## src/scfe_pkg.sv

```systemverilog
// Shared types and constants for the serial command frame encoder.
`default_nettype none
package scfe_pkg;

    localparam logic       CMD_START     = 1'b0;
    localparam logic       CMD_DATA      = 1'b1;
    localparam logic [7:0] LEN_LIMIT     = 8'd6;
    localparam logic [2:0] LONG_LEN_CODE = 3'h7;
    localparam int         BURST_MAX     = 3;

    typedef logic [7:0] byte_t;

    typedef struct packed {
        byte_t [BURST_MAX-1:0] data;
        logic  [1:0]           count;
        logic                  close;
    } burst_t;

endpackage
`default_nettype wire

```

## src/scfe_frame_builder.sv

```systemverilog
// Frame state and per-transfer byte burst generation.
`default_nettype none
module scfe_frame_builder (
    input  wire logic           aclk,
    input  wire logic           aresetn,
    input  wire logic           fire,
    input  wire logic           command,
    input  wire logic [4:0]     device_address,
    input  wire logic [7:0]     command_code,
    input  wire logic [7:0]     payload_length,
    input  wire logic [7:0]     payload_byte,
    output scfe_pkg::burst_t    burst
);
    import scfe_pkg::*;

    byte_t      xor_reg, xor_next;
    logic [7:0] remain_reg, remain_next;
    logic       open_reg, open_next;

    byte_t header;
    byte_t xor_start;
    byte_t xor_data;
    logic  is_long;

    always_ff @(posedge aclk) begin
        if (!aresetn) begin
            xor_reg    <= '0;
            remain_reg <= '0;
            open_reg   <= 1'b0;
        end else if (fire) begin
            xor_reg    <= xor_next;
            remain_reg <= remain_next;
            open_reg   <= open_next;
        end
    end

    always_comb begin
        is_long     = (payload_length > LEN_LIMIT);
        header      = {device_address, is_long ? LONG_LEN_CODE : payload_length[2:0]};
        xor_start   = header ^ command_code;
        xor_data    = xor_reg ^ payload_byte;
        burst       = '0;
        xor_next    = xor_reg;
        remain_next = remain_reg;
        open_next   = open_reg;
        case (command)
            CMD_START: begin
                burst.data[0] = header;
                burst.data[1] = command_code;
                remain_next   = payload_length;
                if (is_long) begin
                    burst.data[2] = payload_length;
                    burst.count   = 2'd3;
                    xor_next      = xor_start ^ payload_length;
                    open_next     = 1'b1;
                end else if (payload_length == 8'd0) begin
                    burst.data[2] = xor_start;
                    burst.count   = 2'd3;
                    burst.close   = 1'b1;
                    xor_next      = '0;
                    open_next     = 1'b0;
                end else begin
                    burst.count   = 2'd2;
                    xor_next      = xor_start;
                    open_next     = 1'b1;
                end
            end
            default: begin
                if (!open_reg || remain_reg == 8'd0) begin
                    open_next   = 1'b0;
                    remain_next = '0;
                end else begin
                    burst.data[0] = payload_byte;
                    remain_next   = remain_reg - 8'd1;
                    if (remain_reg == 8'd1) begin
                        burst.data[1] = xor_data;
                        burst.count   = 2'd2;
                        burst.close   = 1'b1;
                        xor_next      = '0;
                        open_next     = 1'b0;
                    end else begin
                        burst.count   = 2'd1;
                        xor_next      = xor_data;
                    end
                end
            end
        endcase
    end

endmodule
`default_nettype wire

```

## src/scfe_byte_queue.sv

```systemverilog
// Result register holding one burst and shifting it out one byte per transfer.
`default_nettype none
module scfe_byte_queue (
    input  wire logic           aclk,
    input  wire logic           aresetn,
    input  wire logic           load,
    input  wire scfe_pkg::burst_t burst,
    output logic                can_load,
    output logic                m_valid,
    input  wire logic           m_ready,
    output logic [7:0]          m_tx_byte,
    output logic                m_last_of_frame
);
    import scfe_pkg::*;

    byte_t [BURST_MAX-1:0] data_reg, data_next;
    logic  [1:0]           count_reg, count_next;
    logic                  close_reg, close_next;
    logic                  m_fire;

    always_ff @(posedge aclk) begin
        if (!aresetn) begin
            count_reg <= '0;
            close_reg <= 1'b0;
        end else begin
            count_reg <= count_next;
            close_reg <= close_next;
        end
    end

    always_ff @(posedge aclk) begin
        data_reg <= data_next;
    end

    always_comb begin
        m_valid         = (count_reg != 2'd0);
        m_tx_byte       = data_reg[0];
        m_last_of_frame = close_reg && (count_reg == 2'd1);
        m_fire          = m_valid && m_ready;
        can_load        = (count_reg == 2'd0) || (count_reg == 2'd1 && m_ready);
        data_next       = data_reg;
        count_next      = count_reg;
        close_next      = close_reg;
        if (load) begin
            data_next  = burst.data;
            count_next = burst.count;
            close_next = burst.close;
        end else if (m_fire) begin
            data_next  = {8'h00, data_reg[BURST_MAX-1:1]};
            count_next = count_reg - 2'd1;
        end
    end

endmodule
`default_nettype wire

```

## src/serial_command_frame_encoder.sv

```systemverilog
// Top level: serial bus command frame encoder.
// The first byte of an item appears in the cycle after its transfer.
// Bytes per item: start 2-3, payload 1 (2 when closing, none if stray);
// the byte queue takes a new item when empty or as its last byte goes.
// Reset: synchronous active-low aresetn clears frame state and the queue.
`default_nettype none
module serial_command_frame_encoder (
    input  wire logic       aclk,
    input  wire logic       aresetn,
    input  wire logic       s_valid,
    output logic            s_ready,
    input  wire logic       s_command,
    input  wire logic [4:0] s_device_address,
    input  wire logic [7:0] s_command_code,
    input  wire logic [7:0] s_payload_length,
    input  wire logic [7:0] s_payload_byte,
    output logic            m_valid,
    input  wire logic       m_ready,
    output logic [7:0]      m_tx_byte,
    output logic            m_last_of_frame
);
    import scfe_pkg::*;

    burst_t burst;
    logic   s_fire;
    logic   can_load;

    assign s_ready = can_load;
    assign s_fire  = s_valid && can_load;

    scfe_frame_builder u_builder (
        .aclk           (aclk),
        .aresetn        (aresetn),
        .fire           (s_fire),
        .command        (s_command),
        .device_address (s_device_address),
        .command_code   (s_command_code),
        .payload_length (s_payload_length),
        .payload_byte   (s_payload_byte),
        .burst          (burst)
    );

    scfe_byte_queue u_queue (
        .aclk            (aclk),
        .aresetn         (aresetn),
        .load            (s_fire),
        .burst           (burst),
        .can_load        (can_load),
        .m_valid         (m_valid),
        .m_ready         (m_ready),
        .m_tx_byte       (m_tx_byte),
        .m_last_of_frame (m_last_of_frame)
    );

endmodule
`default_nettype wire

```

## config.mk

```make
export PLATFORM = sky130hd
export DESIGN_NAME = serial_command_frame_encoder
export DESIGN_NICKNAME = d
export VERILOG_FILES = /design/src/scfe_pkg.sv /design/src/scfe_frame_builder.sv /design/src/scfe_byte_queue.sv /design/src/serial_command_frame_encoder.sv
export SDC_FILE = /design/constraint.sdc
export NUM_CORES = 1
export LEC_CHECK = 0
export ABC_CLOCK_PERIOD_IN_PS = 5600
export BUFFER_PORTS_ARGS = -buffer_cell sky130_fd_sc_hd__clkbuf_2
export CAP_MARGIN = 20
export CORE_ASPECT_RATIO = 0.5
export CORE_MARGIN = 2
export CORE_UTILIZATION = 30
export CTS_CLUSTER_DIAMETER = 80
export CTS_CLUSTER_SIZE = 16
export DETAILED_ROUTE_END_ITERATION = 10
export PLACE_DENSITY = 0.53
export SLEW_MARGIN = 20
export SYNTH_ARGS = -nofsm -noshare
export SYNTH_HDL_FRONTEND = slang
export SYNTH_SLANG_ARGS = --single-unit
```

## constraint.sdc

```tcl
create_clock -name aclk -period 5.6 [get_ports aclk]
set_input_delay 0.28 -clock aclk [delete_from_list [all_inputs] [get_ports aclk]]
set_output_delay 0.28 -clock aclk [all_outputs]
set_load 0.02 [all_outputs]
```

Word-level counts from Yosys, hierarchy flattened --
Cells that the tools add are included.
Storage, ports and cells: register bits after elaboration 44, logic and storage cells 61, output and inout port bits 11
Operators by class: magnitude comparators 1, multiplexer cells 29, bitwise logic cells 3, $add $sub $neg 2, equality and inequality tests 4, reduce and logical (&&, ||, !) cells 14
Operators by type and width (count):
- $mux 8 | 11
- $mux 24 | 2
- $mux 19 | 2
- $xor 8x8->8 | 3
- $logic_not 8->1 | 2
- $mux 1 | 10
- $eq 8x1->1 const B | 1
- $gt 8x3->1 const B | 1
- $sub 8x1->8 const B | 1
- $mux 2 | 3
- $logic_and 1x1->1 | 4
- $reduce_and 2->1 | 2
- $reduce_bool 2->1 | 2
- $mux 3 | 1
- $ne 3x1->1 const B | 1
- $eq 2x1->1 const B | 1
- $logic_not 2->1 | 1
- $logic_or 1x1->1 | 2
- $ne 2x2->1 const B | 1
- $sub 2x1->2 const B | 1
- $logic_not 1->1 | 1

Depth between registers and ports, before layout --
depth after elaboration 7, gate-level depth with buffers 8, depth with buffers taken out 7

Cells and area by module --
A second synthesis with hierarchy kept.
Second synthesis, totals: cell total of the unflattened synthesis 350, area, all modules 3113.0 um^2
By module, submodules not included:
- scfe_frame_builder | seq. area each 340.3 um^2, times used 1, cells an instance 267, area each 1833.0 um^2
- scfe_byte_queue | seq. area each 780.7 um^2, times used 1, cells an instance 82, area each 1273.7 um^2
- serial_command_frame_encoder | seq. area each 0.0 um^2, times used 1, cells an instance 1, area each 6.3 um^2

Worst setup path after synthesis --
Ideal clock, no wire load.
path kind register to register, from register u_queue.count_reg[0], to register u_builder.remain_reg[6], setup slack 3.661 ns, arrival time 1.864 ns, stages on the path, launching flop included 9, setup time 0.075 ns, cells stage by stage dfxtp_1 inv_1 ha_1 a21o_1 nand2_1 nor3_1 buf_2 nand4_1 a31oi_1
Between the ends: longest elaborated chain between the ends 4, elaborated cells between the ends (all ways) 5, classes of those cells 1 x eq/ne; 4 x reduce/logical
Ends and longest elaborated chain:
- start, declared | RTL line scfe_byte_queue.sv:17 | logic [1:0] count_reg, count_next;
- start signal, assigned | RTL line scfe_byte_queue.sv:26 | count_reg <= count_next;
- $eq 2x1->1 | RTL line scfe_byte_queue.sv:40 | can_load = (count_reg == 2'd0) || (count_reg == 2'd1 && m_ready);
- $logic_and 1x1->1 | RTL line scfe_byte_queue.sv:40
- $logic_or 1x1->1 (*) | RTL line scfe_byte_queue.sv:40
- net s_ready | RTL line serial_command_frame_encoder.sv:11 | output logic s_ready,
- $logic_and 1x1->1 (*) | RTL line serial_command_frame_encoder.sv:29 | assign s_fire = s_valid && can_load;
- end signal, assigned | RTL line scfe_frame_builder.sv:32 | remain_reg <= remain_next;
- end, declared | RTL line scfe_frame_builder.sv:17 | logic [7:0] remain_reg, remain_next;
The timed path passes the listed nets; every way through them passes the cells marked *. A chain may end at the register's enable or synchronous reset.

Worst setup path in the final report --
from register u_queue.count_reg[0], to register u_builder.xor_reg[3]
Between the ends: longest elaborated chain between the ends 5, elaborated cells between the ends (all ways) 6, classes of those cells 1 x eq/ne; 5 x reduce/logical
Ends and longest elaborated chain:
- $eq 2x1->1 | RTL line scfe_byte_queue.sv:40
- $logic_and 1x1->1 | RTL line scfe_byte_queue.sv:40
- $logic_or 1x1->1 (*) | RTL line scfe_byte_queue.sv:40
- $logic_and 1x1->1 (*) | RTL line serial_command_frame_encoder.sv:29
- $reduce_and 2->1 (no source line) (*)
- end signal, assigned | RTL line scfe_frame_builder.sv:31 | xor_reg <= xor_next;
- end, declared | RTL line scfe_frame_builder.sv:16 | byte_t xor_reg, xor_next;
Every way passes the cells marked *; elsewhere a longest branch is shown, timed or not.

==> run summary <==
Fraction of layout cells with a size suffix above 1: 0.1766
Syn avg cell area: 8.929 sq um
H-tree lvl count: 2
Asr flop ratio synth: 0
Clk_skew: 0.008927 ns
Top_reg_cell synth: edfxtp_1
Hpwl dp: 5253 um
Detail Route Antenna Nets: 0
Syn Nets: 347
Max rail drop VDD: 143.1 uV
Antenna cell count: 0
Resize count post-CTS: 0
CP Data Required Time: 5.81 ns
Antenna violations before repair: 0
Vias in the first global route: 2409
Clk slew on worst S/H paths: 0.07 ns
Slew margin rel.: 0.3118
Cts-stage hold buffer count: 0
Leak pwr: 1.180 nW
Crit path arrival time: 3.38 ns
DR WL met3: 434 um
Net load switching power: 0.0003450 W
Crit end category: flip-flop
Buffers on Ports: 44
Non-filler cells, final: 451
Max Cap Viol: 0
Flop pwr share: 0.425
Critical Path Fanout Max: 28
Slew @ Worst Pin: 1.030 ns
All-Layer GR Usage: 0.1542
Gr ovfl total: 0
Combinational share of power: 0.302
Number of synthesized flops with an enable pin: 24
Top-Level Pins: 45
Tmin final: 3.174 ns
Pint: 0.0006997 W
Critical Path Start Type: flip-flop
Initial detailed-routing violation count: 196
Synth Cell Area: 2750 sq um
Flop2flop setup slack: 2.43 ns
Fillcell total: 888
PwrDens: 334.4 nW/um^2
Top Layer Used: met4
CTS tree: done
Final hold vios: 0
Worst-Skew Late Latency: 0.29 ns
Die H: 71.70 um
Routed len/inst: 16.60 um
Placer Congestion: 0.9345
Met2 wire len: 3450 um
Area of the die: 9995 sq um
Final Max Slew Viols: 0
Initial Util: 0.3126
Final TNS setup: 0 ns
Seq/Total Area, Yosys: 0.4076
Row count: 24
Drt first pass iters: 4
Post-synthesis instance total: 308
Clock Path Buffers: 2
Number of distinct library cells after synthesis: 51
Pin count of the biggest net entering global routing: 29
Width of the die: 139.4 um
Switching Fraction: 0.3302
Ys Warns: 0
Synth Register Bits: 44
DP Cell Count: 443
Post-CTS Setup Inserts: 0
Wl on met1: 3476 um
Root buffer cell: clkbuf_16
Core area: 8798 sq um
RSZ-0062 raised after global routing: false
Vias: 2452
CTS Buf Count: 5
Status: finished, final reports clean
Area Overhead vs Synth: 13.60%
DRC Markers: 0
Largest register FFs: 16
DRT Wirelength: 7485 um
Worst Path Class, Setup: reg2reg
Layout Nets: 372
Hold/Removal Path Class: in2reg
F_max: 315.0 MHz
Clock network fraction of total power: 0.274
Final period util: 0.5668
First-pass GRT wire length: 12410 um
Setup Viol. Count Final: 0
Vias/cell: 5.437
CTS Sinks: 44
[worst paths after layout]
path                             start                 endpoint  cells after the start
setup reg to reg  u_queue.count_reg[0]     u_builder.xor_reg[3]                      7
hold / removal     s_payload_length[6]  u_builder.remain_reg[6]                      3
setup / recovery  u_queue.count_reg[0]     u_builder.xor_reg[3]                      7
hold reg to reg      u_queue.close_reg        u_queue.close_reg                      2
[area by class of cell]
class / instances / area [sq um] / share of cell area
tap: 117 / 146.4 / 0.04686
inverter: 10 / 37.54 / 0.01201
multi-input combinational: 227 / 1454 / 0.4654
clock buffer: 7 / 132.6 / 0.04245
sequential: 44 / 1121 / 0.3588
clock inverter: 1 / 5.005 / 0.001602
timing repair buffer: 45 / 227.7 / 0.07289
[through the flow]
| stage | util | total power [W] | area [sq um] | hold slack (ns) | setup WS (ns) |
|---|---|---|---|---|---|
| 2_1_floorplan | - | 0.0006894 | 2750 | 0.4218 | 3.661 |
| 3_3_place_gp | 0.3394 | 0.0007566 | 2987 | 0.4590 | 2.730 |
| 3_5_place_dp | 0.3394 | 0.0007618 | 2987 | 0.4619 | 2.488 |
| 4_1_cts | 0.3551 | 0.001044 | 3124 | 0.3365 | 2.447 |
| 5_1_grt | 0.3551 | 0.001102 | 3124 | 0.3556 | 2.049 |
| 6_report | 0.3551 | 0.001045 | 3124 | 0.3464 | 2.426 |
[cells in the final DEF, fill, tap and decap left out, types with 6 or more instances in the layout]
cell type / Yosys / routed
nor3b_1: 6 / 6
a221o_1: 8 / 8
a21oi_1: 20 / 20
o21a_1: 12 / 12
dfxtp_1: 20 / 20
o22ai_1: 8 / 8
xnor2_1: 18 / 18
inv_1: 9 / 9
clkbuf_2: 0 / 44
nand2_1: 25 / 25
and3_1: 15 / 15
o21ai_0: 17 / 17
edfxtp_1: 24 / 24
nor3_1: 9 / 9
nor2_1: 24 / 24
[routing by layer]
metal  track usage  up-vias
met1        0.2104     1160
met3       0.03075       10
met5             0        -
met4       0.05163        0
met2        0.2478       79
li1              -     1203
[logic make-up (layout without fill, tap and decap cells)]
kind of cell | after synthesis | count (layout) | share of synthesized area
DFF | 44 | 44 | 0.4076
muxes | 1 | 1 | 0.004094
xor gates and xnor gates | 19 | 19 | 0.06051
AOI/OAI and AO/OA | 95 | 95 | 0.2366
adders and majority gates | 5 | 5 | 0.02275
buffers and inverters | 37 | 63 | 0.06369
and+or+nand+nor | 107 | 107 | 0.2047
[cells in the mapped netlist (2+ instances only)]
| library cell | n | share of area |
|---|---|---|
| edfxtp_1 | 24 | 0.26 |
| a31oi_1 | 3 | 0.0068 |
| a221oi_1 | 2 | 0.0064 |
| ha_1 | 5 | 0.023 |
| nor4_1 | 5 | 0.011 |
| buf_4 | 8 | 0.022 |
| and3_1 | 15 | 0.034 |
| inv_1 | 9 | 0.012 |
| and2_1 | 3 | 0.0068 |
| dfxtp_1 | 20 | 0.15 |
| a311oi_1 | 5 | 0.016 |
| a22oi_1 | 5 | 0.014 |
| a21o_1 | 2 | 0.0055 |
| o311ai_0 | 2 | 0.0064 |
| nand3_1 | 4 | 0.0073 |
| o32ai_1 | 2 | 0.0064 |
| a21oi_1 | 20 | 0.036 |
| o21ai_0 | 17 | 0.031 |
| or3_1 | 3 | 0.0068 |
| a221o_1 | 8 | 0.029 |
| xnor2_1 | 18 | 0.057 |
| nand4_1 | 3 | 0.0068 |
| buf_2 | 5 | 0.0091 |
| nor2_1 | 24 | 0.033 |
| a31o_2 | 2 | 0.0064 |
| o22ai_1 | 8 | 0.018 |
| clkbuf_1 | 14 | 0.019 |
| nor3_1 | 9 | 0.016 |
| o21a_1 | 12 | 0.033 |
| nor3b_1 | 6 | 0.016 |
| nand2_1 | 25 | 0.034 |
[power groups by stage]
| stage | sequential [W] | clock [W] | combinational, W |
|---|---|---|---|
| floorplan | 0.000441 | 0 | 0.000248 |
| global placement | 0.000448 | 0 | 0.000308 |
| detailed placement | 0.000450 | 0 | 0.000312 |
| CTS | 0.000443 | 0.000287 | 0.000313 |
| global route | 0.000450 | 0.000303 | 0.000350 |
| finish | 0.000443 | 0.000286 | 0.000315 |
[worst max-delay path: stages, from the launching register on]
cell and delay [ns]:
dfxtp_1 0.34, inv_1 0.06, ha_1 0.19, a21o_1 0.20, nand2_1 0.62, a21oi_1 0.99
nand2_1 0.40, o22ai_1 0.27
Note: power is estimated with default switching activity, not from simulation.
